### config.mk
export PLATFORM = sky130hd
export DESIGN_NAME = rvm_div
export DESIGN_NICKNAME = d
export VERILOG_FILES = /design/src/hdl/rvm_pkg.sv /design/src/hdl/rvm_div.sv
export SDC_FILE = /design/constraint.sdc
export NUM_CORES = 1
export LEC_CHECK = 0
export CAP_MARGIN = 20
export CORE_ASPECT_RATIO = 0.6
export CORE_MARGIN = 2
export CORE_UTILIZATION = 48
export CTS_CLUSTER_SIZE = 40
export DETAILED_ROUTE_END_ITERATION = 8
export DONT_BUFFER_PORTS = 1
export GPL_TIMING_DRIVEN = 0
export PLACE_DENSITY = 0.75
export SKIP_LAST_GASP = 1
export SLEW_MARGIN = 0
export SYNTH_ARGS = -nofsm -noshare
export SYNTH_HDL_FRONTEND = slang
export SYNTH_SLANG_ARGS = --single-unit
### constraint.sdc
create_clock -name clk_i -period 3.1 [get_ports clk_i]
set_input_delay 0.155 -clock clk_i [delete_from_list [all_inputs] [get_ports clk_i]]
set_output_delay 0.155 -clock clk_i [all_outputs]
set_load 0.03 [all_outputs]
### src/hdl/rvm_pkg.sv
`timescale 1ns / 1ps

package rvm_pkg;

  localparam int unsigned DataW = 32;
  localparam int unsigned RegAddrW = 4;
  localparam int unsigned MemBytes = 65536;
  localparam int unsigned MemAddrW = $clog2(MemBytes);
  localparam logic [DataW-1:0] IpStep = 32'd8;
  localparam logic [RegAddrW-1:0] RegFlag = 4'd0;
  localparam logic [RegAddrW-1:0] RegIp = 4'd1;
  localparam logic [RegAddrW-1:0] RegOut = 4'd15;

  localparam logic [4:0] FnEnd = 5'd0;
  localparam logic [4:0] FnNop = 5'd1;
  localparam logic [4:0] FnOut = 5'd2;
  localparam logic [4:0] FnAddI = 5'd3;
  localparam logic [4:0] FnAddR = 5'd4;
  localparam logic [4:0] FnSubI = 5'd5;
  localparam logic [4:0] FnSubR = 5'd6;
  localparam logic [4:0] FnMulI = 5'd7;
  localparam logic [4:0] FnMulR = 5'd8;
  localparam logic [4:0] FnDivI = 5'd9;
  localparam logic [4:0] FnDivR = 5'd10;
  localparam logic [4:0] FnLodI = 5'd11;
  localparam logic [4:0] FnLodR = 5'd12;
  localparam logic [4:0] FnLodRI = 5'd13;
  localparam logic [4:0] FnLodMI = 5'd14;
  localparam logic [4:0] FnLodMR = 5'd15;
  localparam logic [4:0] FnLodMRI = 5'd16;
  localparam logic [4:0] FnStoI = 5'd17;
  localparam logic [4:0] FnStoR = 5'd18;
  localparam logic [4:0] FnStoRI = 5'd19;
  localparam logic [4:0] FnStoXI = 5'd20;
  localparam logic [4:0] FnTst = 5'd21;
  localparam logic [4:0] FnJmpI = 5'd22;
  localparam logic [4:0] FnJgzR = 5'd29;
  localparam logic [4:0] FnImage = 5'd30;

  localparam logic [2:0] StOk = 3'd0;
  localparam logic [2:0] StChar = 3'd1;
  localparam logic [2:0] StEnd = 3'd2;
  localparam logic [2:0] StDivZero = 3'd3;
  localparam logic [2:0] StInvalid = 3'd4;
  localparam logic [2:0] StHalted = 3'd5;

  typedef struct packed {
    logic        start;
    logic [31:0] num;
    logic [31:0] den;
  } div_req_t;

  typedef struct packed {
    logic        done;
    logic [31:0] quot;
  } div_rsp_t;

endpackage

### src/hdl/rvm_div.sv
`timescale 1ns / 1ps

// Signed 32-bit divider, one quotient bit per cycle, truncating toward zero.
module rvm_div (
  input  logic              clk_i,
  input  logic              rst_ni,
  input  rvm_pkg::div_req_t req_i,
  output rvm_pkg::div_rsp_t rsp_o
);
  import rvm_pkg::*;

  logic        busy_q;
  logic        done_q;
  logic [5:0]  cnt_q;
  logic [31:0] rem_q, quo_q, den_q;
  logic        neg_q;
  logic [32:0] trial;

  assign trial = {rem_q, quo_q[31]} - {1'b0, den_q};

  always_ff @(posedge clk_i or negedge rst_ni) begin
    if (!rst_ni) begin
      busy_q <= 1'b0;
      cnt_q <= '0;
      done_q <= 1'b0;
    end else begin
      done_q <= 1'b0;
      if (req_i.start) begin
        busy_q <= 1'b1;
        cnt_q <= 6'd32;
      end else if (busy_q) begin
        cnt_q <= cnt_q - 6'd1;
        if (cnt_q == 6'd1) begin
          busy_q <= 1'b0;
          done_q <= 1'b1;
        end
      end
    end
  end

  always_ff @(posedge clk_i) begin
    if (req_i.start) begin
      rem_q <= '0;
      quo_q <= req_i.num[31] ? (32'd0 - req_i.num) : req_i.num;
      den_q <= req_i.den[31] ? (32'd0 - req_i.den) : req_i.den;
      neg_q <= req_i.num[31] ^ req_i.den[31];
    end else if (busy_q) begin
      if (!trial[32]) begin
        rem_q <= trial[31:0];
        quo_q <= {quo_q[30:0], 1'b1};
      end else begin
        rem_q <= {rem_q[30:0], quo_q[31]};
        quo_q <= {quo_q[30:0], 1'b0};
      end
    end
  end

  assign rsp_o.done = done_q;
  assign rsp_o.quot = neg_q ? (32'd0 - quo_q) : quo_q;

endmodule

# Word level (Yosys, flattened, before mapping)
# Index checks and enable logic that the tools add are counted.
[totals]
ff_bits = 105
input_bits = 67
word_cells = 31
[classes]
n_addsub = 5
n_eq_ne = 1
mux = 15
bitwise = 1
n_reduce_logical = 1
[op_table]
columns = ["operator", "n"]
rows = [
  ["32-bit two-way mux", 5],
  ["1-bit by 32-bit subtractor with 32-bit output, first input constant", 3],
  ["33-bit by 32-bit subtractor with 33-bit output", 1],
  ["31-bit two-way mux", 1],
  ["6-bit two-way mux", 2],
  ["1-bit two-way mux", 7],
  ["6-bit by 1-bit equality test with 1-bit output, second input constant", 1],
  ["6-bit by 1-bit subtractor with 6-bit output, second input constant", 1],
  ["2-bit nonzero test", 1],
  ["1-bit XOR", 1],
]

# Logic depth before layout (Yosys ltp)
# Gate-level depths: netlist of run 1.
[depth]
word_depth = 4
ltp_mapped = 14
ltp_nobuf = 12

# Least setup slack after synthesis of run 1
# No wires, ideal clock.
[synth_path]
path_type = "register -> register"
startpoint = "register quo_q[31]"
endpoint = "register rem_q[16]"
setup_time_ps = 91
arrival_ps = 3114
setup_slack_ps = -105
path_stages_with_launch = 15
n_path_buf = 2
synth_period_minus_slack_ps = 3205
path_cell_list = "edfxtp_1 inv_1 ha_1 fa_1 nor2b_1 o2111ai_1 a31oi_1 o21ai_0 nor4b_1 nor2_1 xnor2_1 clkbuf_1 clkbuf_1 nand2_1 a311oi_1"
[synth_between]
elab_chain_len = 2
[synth_rtl]
columns = ["item", "line", "source"]
rows = [
  ["start, declared", "rvm_div.sv:15", "logic [31:0] rem_q, quo_q, den_q;"],
  ["start signal, assigned", "rvm_div.sv:44", "quo_q <= req_i.num[31] ? (32'd0 - req_i.num) : req_i.num;"],
  ["start signal, assigned", "rvm_div.sv:50", "quo_q <= {quo_q[30:0], 1'b1};"],
  ["start signal, assigned", "rvm_div.sv:53", "quo_q <= {quo_q[30:0], 1'b0};"],
  ["33-bit by 32-bit subtractor with 33-bit output", "rvm_div.sv:19", "assign trial = {rem_q, quo_q[31]} - {1'b0, den_q};"],
  ["32-bit two-way mux", "rvm_div.sv:48", "if (!trial[32]) begin"],
  ["end signal, assigned", "rvm_div.sv:49", "rem_q <= trial[31:0];"],
  ["end signal, assigned", "rvm_div.sv:52", "rem_q <= {rem_q[30:0], quo_q[31]};"],
  ["end, declared", "rvm_div.sv:15", ""],
]
# Every way passes these cells.
# A chain may end at the register's enable or synchronous reset.

==> results of run 1 <==
==> stage by stage <==
stage | instances | worst slack, ns | total power [mW] | setup TNS, ns | instance area, µm²
finish | 1139 | -0.222 | 5.54 | -1.24 | 9240
global route | 1138 | -0.287 | 5.81 | -2.46 | 9230
CTS | 1132 | -0.188 | 5.31 | -1.18 | 8840
detailed placement | 1092 | -0.960 | 3.93 | -26.23 | 8010
global placement | 1091 | -0.981 | 3.89 | -24.73 | 7980
floorplan | 888 | 0.0143 | 3.50 | 0 | 7730
==> how the worst min path moves through the flow <==
stage / to / startpoint / slack [ns] / cells past startpoint
after floorplan: busy_q / rst_ni / -0.14 / 0
after global placement: done_q / rst_ni / -0.14 / 0
after detailed placement: done_q / rst_ni / -0.14 / 0
after CTS: den_q[20] / req_i[20] / 0.0009 / 1
after global routing: den_q[28] / req_i[28] / 0.004 / 1
final: den_q[25] / req_i[25] / -0.006 / 1
==> registers in the layout, summed over array words and instances (netlist names) <==
name    count
busy_q      1
quo_q      32
neg_q       1
den_q      32
rem_q      32
done_q      1
cnt_q       6
==> final cells by class <==
type	count	area, µm²	share of cell area, %
clock buffers	10	229	2.48
diodes	1	2.50	0.0271
inverters	52	195	2.11
clock inverters	6	73.8	0.799
flip-flops and latches	105	2790	30.2
multi-input cells	689	5140	55.7
well taps	203	254	2.75
plain buffers	38	195	2.11
repair buffers	35	350	3.79
==> metal layers <==
metal  global-route usage [%]  share of wire, %
met1                     38.5                47
met2                     32.3                41
met3                     6.74                11
met4                     5.75              0.92
met5                        0                 0
==> cells by family (layout without fill, tap and decap cells) <==
| kind of cell | Yosys count | count (layout) | share of synthesized area, % |
|---|---|---|---|
| AO/OA/AOI/OAI | 226 | 226 | 19.9 |
| multiplexers | 3 | 3 | 0.405 |
| XOR/XNOR | 121 | 121 | 13.7 |
| adder cells (fa/ha/maj) | 38 | 38 | 6.25 |
| flip-flops | 105 | 105 | 36.1 |
| other | 0 | 1 | 0 |
| AND/OR/NAND/NOR | 301 | 301 | 18.9 |
| buffers and inverters | 94 | 141 | 4.71 |
==> power by group <==
group	leakage, nW	switching, mW	internal [mW]	total, mW
logic	2.35	1.37	0.934	2.31
clock network	0.142	0.565	0.640	1.20
registers	1.01	0.282	1.75	2.03
total	3.50	2.22	3.32	5.54
==> layout by cell type, fill, tap and decap left out, types with 10 or more instances in the layout <==
| master | synthesis | routed |
|---|---|---|
| clkbuf_1 | 37 | 28 |
| nand2b_1 | 13 | 13 |
| o21ai_0 | 41 | 36 |
| o41ai_1 | 14 | 11 |
| clkbuf_16 | 0 | 10 |
| nor2_1 | 88 | 85 |
| a311oi_1 | 29 | 20 |
| buf_4 | 2 | 24 |
| ha_1 | 37 | 31 |
| edfxtp_1 | 65 | 65 |
| dlygate4sd3_1 | 0 | 12 |
| inv_1 | 52 | 49 |
| dfxtp_1 | 32 | 32 |
| nor3_1 | 13 | 13 |
| o31ai_1 | 29 | 26 |
| xnor2_1 | 80 | 67 |
| a21o_1 | 10 | 10 |
| nand2_1 | 104 | 94 |
| or3_1 | 18 | 13 |
| xor2_1 | 41 | 40 |
| a21oi_1 | 57 | 53 |
==> Yosys cell counts (3+ instances only) <==
master | instances | share of area, %
o21a_1 | 6 | 0.58
nor3_1 | 13 | 0.84
dfrtp_1 | 8 | 2.6
inv_1 | 52 | 2.5
o41ai_1 | 14 | 1.6
or3_4 | 3 | 0.44
o21bai_1 | 7 | 0.68
nor4_1 | 5 | 0.40
o31ai_1 | 29 | 2.8
edfxtp_1 | 65 | 25
a21oi_1 | 57 | 3.7
nand2_1 | 104 | 5.1
dfxtp_1 | 32 | 8.3
nand2b_1 | 13 | 1.1
xor2_1 | 41 | 4.6
a211oi_1 | 4 | 0.39
clkbuf_1 | 37 | 1.8
or2_2 | 8 | 0.65
or3_1 | 18 | 1.5
a21o_1 | 10 | 0.97
o211ai_1 | 5 | 0.49
nand4_1 | 7 | 0.57
xnor2_1 | 80 | 9.1
or4_1 | 11 | 1.1
o21ai_0 | 41 | 2.7
ha_1 | 37 | 6.0
and2_1 | 4 | 0.32
a31oi_1 | 3 | 0.24
nor2_1 | 88 | 4.3
nand3_1 | 5 | 0.32
a311oi_1 | 29 | 3.3
a21boi_0 | 4 | 0.39
nor2b_1 | 3 | 0.24
==> worst reg2reg max path, stage by stage, from the launching register on <==
cell and delay, ns:
edfxtp_1 0.44, inv_2 0.11, ha_4 0.14, fa_2 0.21
nor2b_2 0.05, o2111ai_2 0.29, a31oi_2 0.18, o21ai_2 0.23
nor4b_4 0.35, nor2_4 0.12, xnor2_4 0.26, buf_8 0.17
buf_8 0.14, nand2_1 0.08, a311oi_2 0.26
==> what timing repair did <==
action | in CTS | in global routing
cloned | 0 | 1
resized for setup | 64 | 69
endpoints found under the setup margin | 46 | 45
endpoints found under the hold margin | 51 | 1
hold buffers | 12 | 1
setup buffers | 14 | 7
pin swaps | 13 | 38
==> results_dict.tcl, run 1 <==
set metrics [dict create \
    outcome "complete, but fails checks" \
    violations "negative hold slack, negative setup slack" \
    cp-end-kind "primary output" \
    fin_worst_skew_ns 0.0147 \
    r2r_start "quo_q[31]" \
    nets 1035 \
    drt_first_iter_violations 780 \
    final.period_utilization_pct 107 \
    ys_ff_latch 105 \
    crit_path_start_kind "flip-flop" \
    core_mm2 0.0155 \
    cts_root_buf "clkbuf_16" \
    peakVddDrop_v 0.000295 \
    max_cap_violations 0 \
    dp_hpwl_um 15600 \
    avgSynthCellArea_um2 8.70 \
    cts_max_level 3 \
    finalCriticalPeriod_ns 3.32 \
    firstDrtPassIters 5 \
    finalHoldViolations 1 \
    mappedNetlistArea_mm2 0.00773 \
    fmax_mhz 301 \
    grt_overflow 0 \
    synth.net_count 993 \
    vias 6940 \
    grt_max_degree 34 \
    clockBufferDepth 2 \
    reg2reg_slack_ns -0.01 \
    hold_path_class "primary input to flip-flop" \
    ys.flop_type "edfxtp_1" \
    grt_usage_pct 24.4 \
    crit_end "rsp_o[22]" \
    via_per_inst 6.09 \
    wl_per_cell_um 19.3 \
    yosysSeqAreaShare_pct 36.1 \
    cpMaxStageDelayCell "or4_4" \
    timing.hold.ws_ns -0.00577 \
    final_antenna_net_count 0 \
    slew_viol_final 0 \
    wl_um 22000 \
    die_h_um 102 \
    cts_sinks 105 \
    synth.distinct_cells 65 \
    async_reset_ff_share_pct 7.62 \
    grt_pass1_wl_um 33000 \
    syn2layout_area_growth_pct 19.5 \
    p_per_area_mw_per_mm2 600 \
    worstSetupPathDepth 7 \
    worstMarginPinSlew_ns 0.997 \
    relSlewSlack_pct 32.8 \
    clk_pin_slew_ns 0.08 \
    rsz0062_at_grt "yes" \
    reg2regPathDepth 14 \
    drc 0 \
    setup_viol 12 \
    fin_util_pct 59.4 \
    antenna_found_initial 0 \
    fillCellCount 1293 \
    yosysWarnings 0 \
    worst_slack_ns -0.222 \
    crit_buf_inv 1 \
    synth_edf_count 65 \
    cts_made_buffers 9 \
    start_util_pct 49.7 \
    portBuffers 0 \
    criticalPathCategory "flip-flop to primary output" \
    cp-startpoint "quo_q[13]" \
    drive_gt1_share_pct 15.9 \
    gp_congestion 0.961 \
    postSynthCellCount 888 \
    grt_pass1_vias 6214 \
    io_pins 100 \
    crit_arrival_ns 3.17 \
    rows 35 \
    die_area_mm2 0.0172 \
    crit_chain "or4_4 > or4_4 > or2_4 > or3_4 > buf_4 > o41ai_4 > xnor2_2" \
    cts_tree "done" \
    crit-reg2reg-capture "rem_q[23]" \
    worstPathMaxFanout 4 \
    leakage_nw 3.50 \
    die_x_um 168 \
    critPathMaxStageDelay_ns 0.56 \
    crit_family "simple AND/OR/NAND/NOR gates" \
    cp_data_required_time_ns 2.94 \
    clk_latency_ns 0.36 \
    crit_top_cell "or4_4" \
]
Power figures use the tool's default switching activity.
==> run 2: changes to the inputs <==
--- a/config.mk
+++ b/config.mk
@@ -9,11 +9,12 @@
 export CORE_ASPECT_RATIO = 0.6
 export CORE_MARGIN = 2
 export CORE_UTILIZATION = 48
+export CTS_BUF_LIST = sky130_fd_sc_hd__clkbuf_8
 export CTS_CLUSTER_SIZE = 40
 export DETAILED_ROUTE_END_ITERATION = 8
 export DONT_BUFFER_PORTS = 1
 export GPL_TIMING_DRIVEN = 0
-export PLACE_DENSITY = 0.75
+export PLACE_DENSITY_LB_ADDON = 0.3
 export SKIP_LAST_GASP = 1
 export SLEW_MARGIN = 0
 export SYNTH_ARGS = -nofsm -noshare
==> results_dict.tcl, run 2 (synthesis results as in run 1) <==
set metrics [dict create \
    outcome "complete, but fails checks" \
    violations "negative setup slack" \
    start_util_pct 49.7 \
    die_x_um 168 \
    largestRegisters "den_q: 32 flops, quo_q: 32 flops, rem_q: 32 flops" \
    cts_made_buffers 9 \
    criticalPathCategory "flip-flop to primary output" \
    reg2reg_slack_ns -0.13 \
    leakage_nw 3.75 \
    crit_top_cell "or4_4" \
    multi_input_area_mm2 0.00544 \
    worstMarginPinSlew_ns 0.940 \
    worstPathMaxFanout 6 \
    cpMaxStageDelayCell "edfxtp_1" \
    place_ws_ns -0.840 \
    final_cell_mix "nor2_1, nand2_1, xnor2_1, edfxtp_1, a21oi_1" \
    cp-startpoint "quo_q[10]" \
    fin_worst_skew_ns 0.0268 \
    vias 7166 \
    crit-reg2reg-capture "rem_q[23]" \
    fmax_mhz 295 \
    clk_latency_ns 0.40 \
    setup_viol 26 \
    finalCriticalPeriod_ns 3.40 \
    p_per_area_mw_per_mm2 569 \
    crit_chain "or4_4 > or4_4 > or2_4 > or3_4 > nor2_4 > nand2_4 > o31ai_4 > xnor2_4" \
    io_pins 100 \
    crit_arrival_ns 3.24 \
    fillCellCount 1224 \
    grt_pass1_wl_um 35800 \
    drive_gt1_share_pct 21.8 \
    antenna_found_initial 0 \
    via_per_inst 6.12 \
    relSlewSlack_pct 36.7 \
    cts_tree "done" \
    peakVddDrop_v 0.000257 \
    wl_um 23600 \
    crit_buf_inv 0 \
    hold_path_class "primary input to flip-flop" \
    cts_root_buf "clkbuf_8" \
    ff_latch_area_mm2 0.00279 \
    firstDrtPassIters 5 \
    final_cells 1171 \
    design_area_mm2 0.00982 \
    rsz0062_at_grt "yes" \
    placed_cells 1092 \
    total_power_mw 5.59 \
    final_antenna_net_count 0 \
    final.period_utilization_pct 110 \
    timing.hold.ws_ns 0.0374 \
    crit_family "simple AND/OR/NAND/NOR gates" \
    critPathMaxStageDelay_ns 0.50 \
    wl_per_cell_um 20.1 \
    die_area_mm2 0.0172 \
    grt_overflow 0 \
    grt_pass1_vias 6607 \
    grt_max_degree 36 \
    drt_first_iter_violations 649 \
    nets 1068 \
    clockBufferDepth 2 \
    grt_usage_pct 26.6 \
    gp_congestion 0.938 \
    reg2regPathDepth 13 \
    clk_pin_slew_ns 0.13 \
    r2r_start "rem_q[24]" \
    crit_end "rsp_o[28]" \
    place_area_mm2 0.00801 \
    syn2layout_area_growth_pct 27.0 \
    core_mm2 0.0155 \
    dp_hpwl_um 16000 \
    rows 35 \
    worstSetupPathDepth 8 \
    drc 0 \
    layout_commonest_cell "nor2_1" \
    worst_slack_ns -0.295 \
    cts_sinks 105 \
    diodes 0 \
    cp-end-kind "primary output" \
    cp_data_required_time_ns 2.94 \
    max_cap_violations 0 \
    slew_viol_final 0 \
    crit_path_start_kind "flip-flop" \
    finalHoldViolations 0 \
    portBuffers 0 \
    cts_max_level 3 \
    die_h_um 102 \
]
[run 2: changes by cell type in the layout (fill, tap and decap cells not counted), moves of 2 or more]
cell and delta:
dlygate4sd3_1 +20, nand2_1 -26, nand2_4 +15, buf_4 -2
clkbuf_16 -8, buf_6 +9, a311oi_1 -13, o21ai_2 +2
o21ai_0 -2, nand2_2 +11, clkbuf_8 +11, buf_8 +4
a311oi_2 +13
[run 2: repair_timing]
| item | CTS | global route |
|---|---|---|
| buffers inserted | 18 | 11 |
| setup endpoints to repair | 46 | 46 |
| cloned | 4 | 1 |
| endpoints found under the hold margin | 73 | 0 |
| resized for setup | 106 | 116 |
| hold buffers | 33 | 0 |
| pin swaps | 29 | 57 |
[run 2: worst min-delay path by stage]
stage,startpoint,cells after the start,endpoint,slack (ns)
global placement,rst_ni,0,done_q,-0.14
finish,req_i[6],2,den_q[8],0.04
floorplan,rst_ni,0,busy_q,-0.14
CTS,req_i[6],2,den_q[8],0.03
global route,req_i[38],2,quo_q[6],0.04
detailed placement,rst_ni,0,done_q,-0.14
[run 2: layout make-up]
cell class	instances	area share (%)
clock inverter	5	0.472
timing repair buffer	68	7.23
buffer	38	2.32
tap	203	2.59
clock buffer	11	1.54
inverter	52	1.99
sequential	105	28.5
multi-input combinational	689	55.4
[run 2: where the power goes]
group          switching (mW)  total [mW]  internal (mW)
Sequential              0.299        2.05           1.75
Combinational            1.52        2.64           1.12
Clock                   0.548       0.900          0.351
[run 2: through the flow]
step | util [%] | setup TNS (ns)
after floorplan | - | 0
after global placement | 51.4 | -22.03
after detailed placement | 51.5 | -24.13
after CTS | 59.3 | -2.05
after global routing | 63.1 | -5.97
final | 63.1 | -2.52
[run 2: routing by layer]
metal	routed length [µm]	global-route usage, %
met1	11300	41.1
met2	9760	36.6
met3	2250	6.62
met4	278	6.96
met5	0	0
==> run 3: changes to the inputs <==
--- a/config.mk
+++ b/config.mk
@@ -14,9 +14,10 @@
 export DETAILED_ROUTE_END_ITERATION = 8
 export DONT_BUFFER_PORTS = 1
 export GPL_TIMING_DRIVEN = 0
-export PLACE_DENSITY_LB_ADDON = 0.3
+export PLACE_DENSITY = 0.65
 export SKIP_LAST_GASP = 1
 export SLEW_MARGIN = 0
 export SYNTH_ARGS = -nofsm -noshare
 export SYNTH_HDL_FRONTEND = slang
 export SYNTH_SLANG_ARGS = --single-unit
+export TNS_END_PERCENT = 100
==> constraint.sdc (replaced) <==
create_clock -name clk_i -period 3 [get_ports clk_i]
set_input_delay 0.15 -clock clk_i [delete_from_list [all_inputs] [get_ports clk_i]]
set_output_delay 0.15 -clock clk_i [all_outputs]
set_load 0.03 [all_outputs]
==> results_dict.tcl, run 3 (synthesis results as in run 1) <==
set metrics [dict create \
    outcome "complete, but fails checks" \
    violations "negative setup slack" \
    worstSetupPathDepth 8 \
    final.period_utilization_pct 111 \
    cellInternalPower_mw 3.35 \
    grt_usage_pct 25.8 \
    critPathMaxStageDelay_ns 0.55 \
    cts_max_level 3 \
    seqPwrFrac_pct 37.1 \
    slew_viol_final 0 \
    drc 0 \
    grt_max_degree 36 \
    diodes 0 \
    antenna_found_initial 1 \
    finalHoldViolations 0 \
    clockBufferDepth 2 \
    crit_end "rsp_o[28]" \
    layout_commonest_cell "nor2_1" \
    io_pins 100 \
    crit_top_cell "or4_4" \
    cp_data_required_time_ns 2.85 \
    gp_congestion 0.917 \
    r2r_start "den_q[12]" \
    cts_sinks 105 \
    die_h_um 102 \
    crit_family "simple AND/OR/NAND/NOR gates" \
    reg2regPathDepth 13 \
    grt_pass1_vias 6267 \
    drive_gt1_share_pct 23.3 \
    cts_tree "done" \
    die_x_um 168 \
    hold_path_class "primary input to flip-flop" \
    reg2reg_slack_ns -0.08 \
    p_sw_mw 2.40 \
    crit_chain "or4_4 > or4_4 > or2_4 > or3_4 > nor2_4 > nand2_4 > o31ai_4 > xnor2_4" \
    portBuffers 0 \
    crit-reg2reg-capture "rem_q[20]" \
    worst_slack_ns -0.342 \
    total_power_mw 5.74 \
    rows 35 \
    grt_overflow 0 \
    crit_buf_inv 0 \
    die_area_mm2 0.0172 \
    rsz0062_at_grt "yes" \
    final_antenna_net_count 0 \
    clkPwrFrac_pct 15.7 \
    tns_ns -3.42 \
    final_cell_mix "nor2_1, nand2_1, xnor2_1, edfxtp_1, a21oi_1" \
    firstDrtPassIters 5 \
    peakVddDrop_v 0.000303 \
    fin_util_pct 63.7 \
    clk_pin_slew_ns 0.11 \
    grt_pass1_wl_um 34200 \
    cp-startpoint "quo_q[11]" \
    via_per_inst 5.94 \
    crit_arrival_ns 3.19 \
    cpMaxStageDelayCell "or4_4" \
    p_per_area_mw_per_mm2 580 \
    cts_made_buffers 9 \
    start_util_pct 49.7 \
    fmax_mhz 299 \
    syn2layout_area_growth_pct 28.2 \
    worstPathMaxFanout 4 \
    core_mm2 0.0155 \
    setup_viol 29 \
    largestRegisters "den_q: 32 flops, quo_q: 32 flops, rem_q: 32 flops" \
    placed_cells 1092 \
    relSlewSlack_pct 33.6 \
    cp-end-kind "primary output" \
    timing.hold.ws_ns 0.0353 \
    clk_latency_ns 0.38 \
    crit_path_start_kind "flip-flop" \
    vias 6979 \
    cts_root_buf "clkbuf_8" \
    dp_hpwl_um 15900 \
    wl_um 23100 \
    max_cap_violations 0 \
    worstMarginPinSlew_ns 0.996 \
    leakage_nw 3.77 \
    final_cells 1174 \
    nets 1071 \
    criticalPathCategory "flip-flop to primary output" \
    p_comb_share_pct 47.2 \
    finalCriticalPeriod_ns 3.34 \
    swShare_pct 41.7 \
    fillCellCount 1295 \
    wl_per_cell_um 19.7 \
    fin_worst_skew_ns 0.0107 \
    drt_first_iter_violations 570 \
]
==> run 3: cell types whose count changed in the layout (fill, tap and decap cells not counted), sizes merged <==
cell,change
bufinv,+1
clkinv,+1
buf,+3
clkbuf,-2
==> run 3: area by class of cell <==
class / count / area (µm²) / share of cell area, %
clock inverter: 7 / 68.8 / 0.694
sequential: 105 / 2800 / 28.2
tap: 203 / 254 / 2.56
buffer: 38 / 216 / 2.18
multi-input combinational: 689 / 5520 / 55.7
timing repair buffer: 71 / 732 / 7.39
inverter: 52 / 195 / 1.97
clock buffer: 9 / 124 / 1.25
==> run 3: layer usage <==
metal | share of wire, % | global-route usage [%]
met5 | 0 | 0
met4 | 0.86 | 3.81
met3 | 9.2 | 7.13
met2 | 39 | 33.1
met1 | 51 | 42.4
==> run 3: power groups by stage <==
| stage | combinational [mW] | clock (mW) | sequential (mW) |
|---|---|---|---|
| 5_1_grt | 2.92 | 0.972 | 2.16 |
| 2_1_floorplan | 1.64 | 0 | 1.99 |
| 3_5_place_dp | 1.99 | 0 | 2.09 |
| 3_3_place_gp | 1.97 | 0 | 2.09 |
| 4_1_cts | 2.36 | 0.924 | 2.08 |
| 6_report | 2.71 | 0.902 | 2.13 |
==> run 3: stage by stage <==
stage | area (µm²) | worst slack, ns
2_1_floorplan | 7760 | 0.00219
3_3_place_gp | 8020 | -0.899
3_5_place_dp | 8040 | -0.917
4_1_cts | 9300 | -0.349
5_1_grt | 9910 | -0.439
6_report | 9910 | -0.342
==> run 3: worst register-to-register path, delay by kind of cell (launching register included) <==
kind	cells	cell delay [ns]
compound gates	4	1.05
flops	1	0.42
simple gates	3	0.56
buf+inv	4	0.55
xor+xnor	1	0.22
fa+ha+maj	1	0.21
==> run 3: worst min-delay path by stage <==
stage	startpoint	to	slack [ns]	cells past startpoint
3_3_place_gp	rst_ni	done_q	-0.15	0
2_1_floorplan	rst_ni	busy_q	-0.15	0
3_5_place_dp	rst_ni	done_q	-0.15	0
4_1_cts	req_i[64]	busy_q	0.02	3
6_report	req_i[64]	busy_q	0.04	3
5_1_grt	req_i[64]	busy_q	0.03	3
==> run 3: repair_timing <==
item / in CTS / in global routing
hold buffers: 33 / 0
pin swaps: 40 / 57
endpoints found under the setup margin: 46 / 47
resized for setup: 119 / 113
hold endpoints to repair: 73 / 0
gates cloned: 3 / 1
buffers inserted: 20 / 14
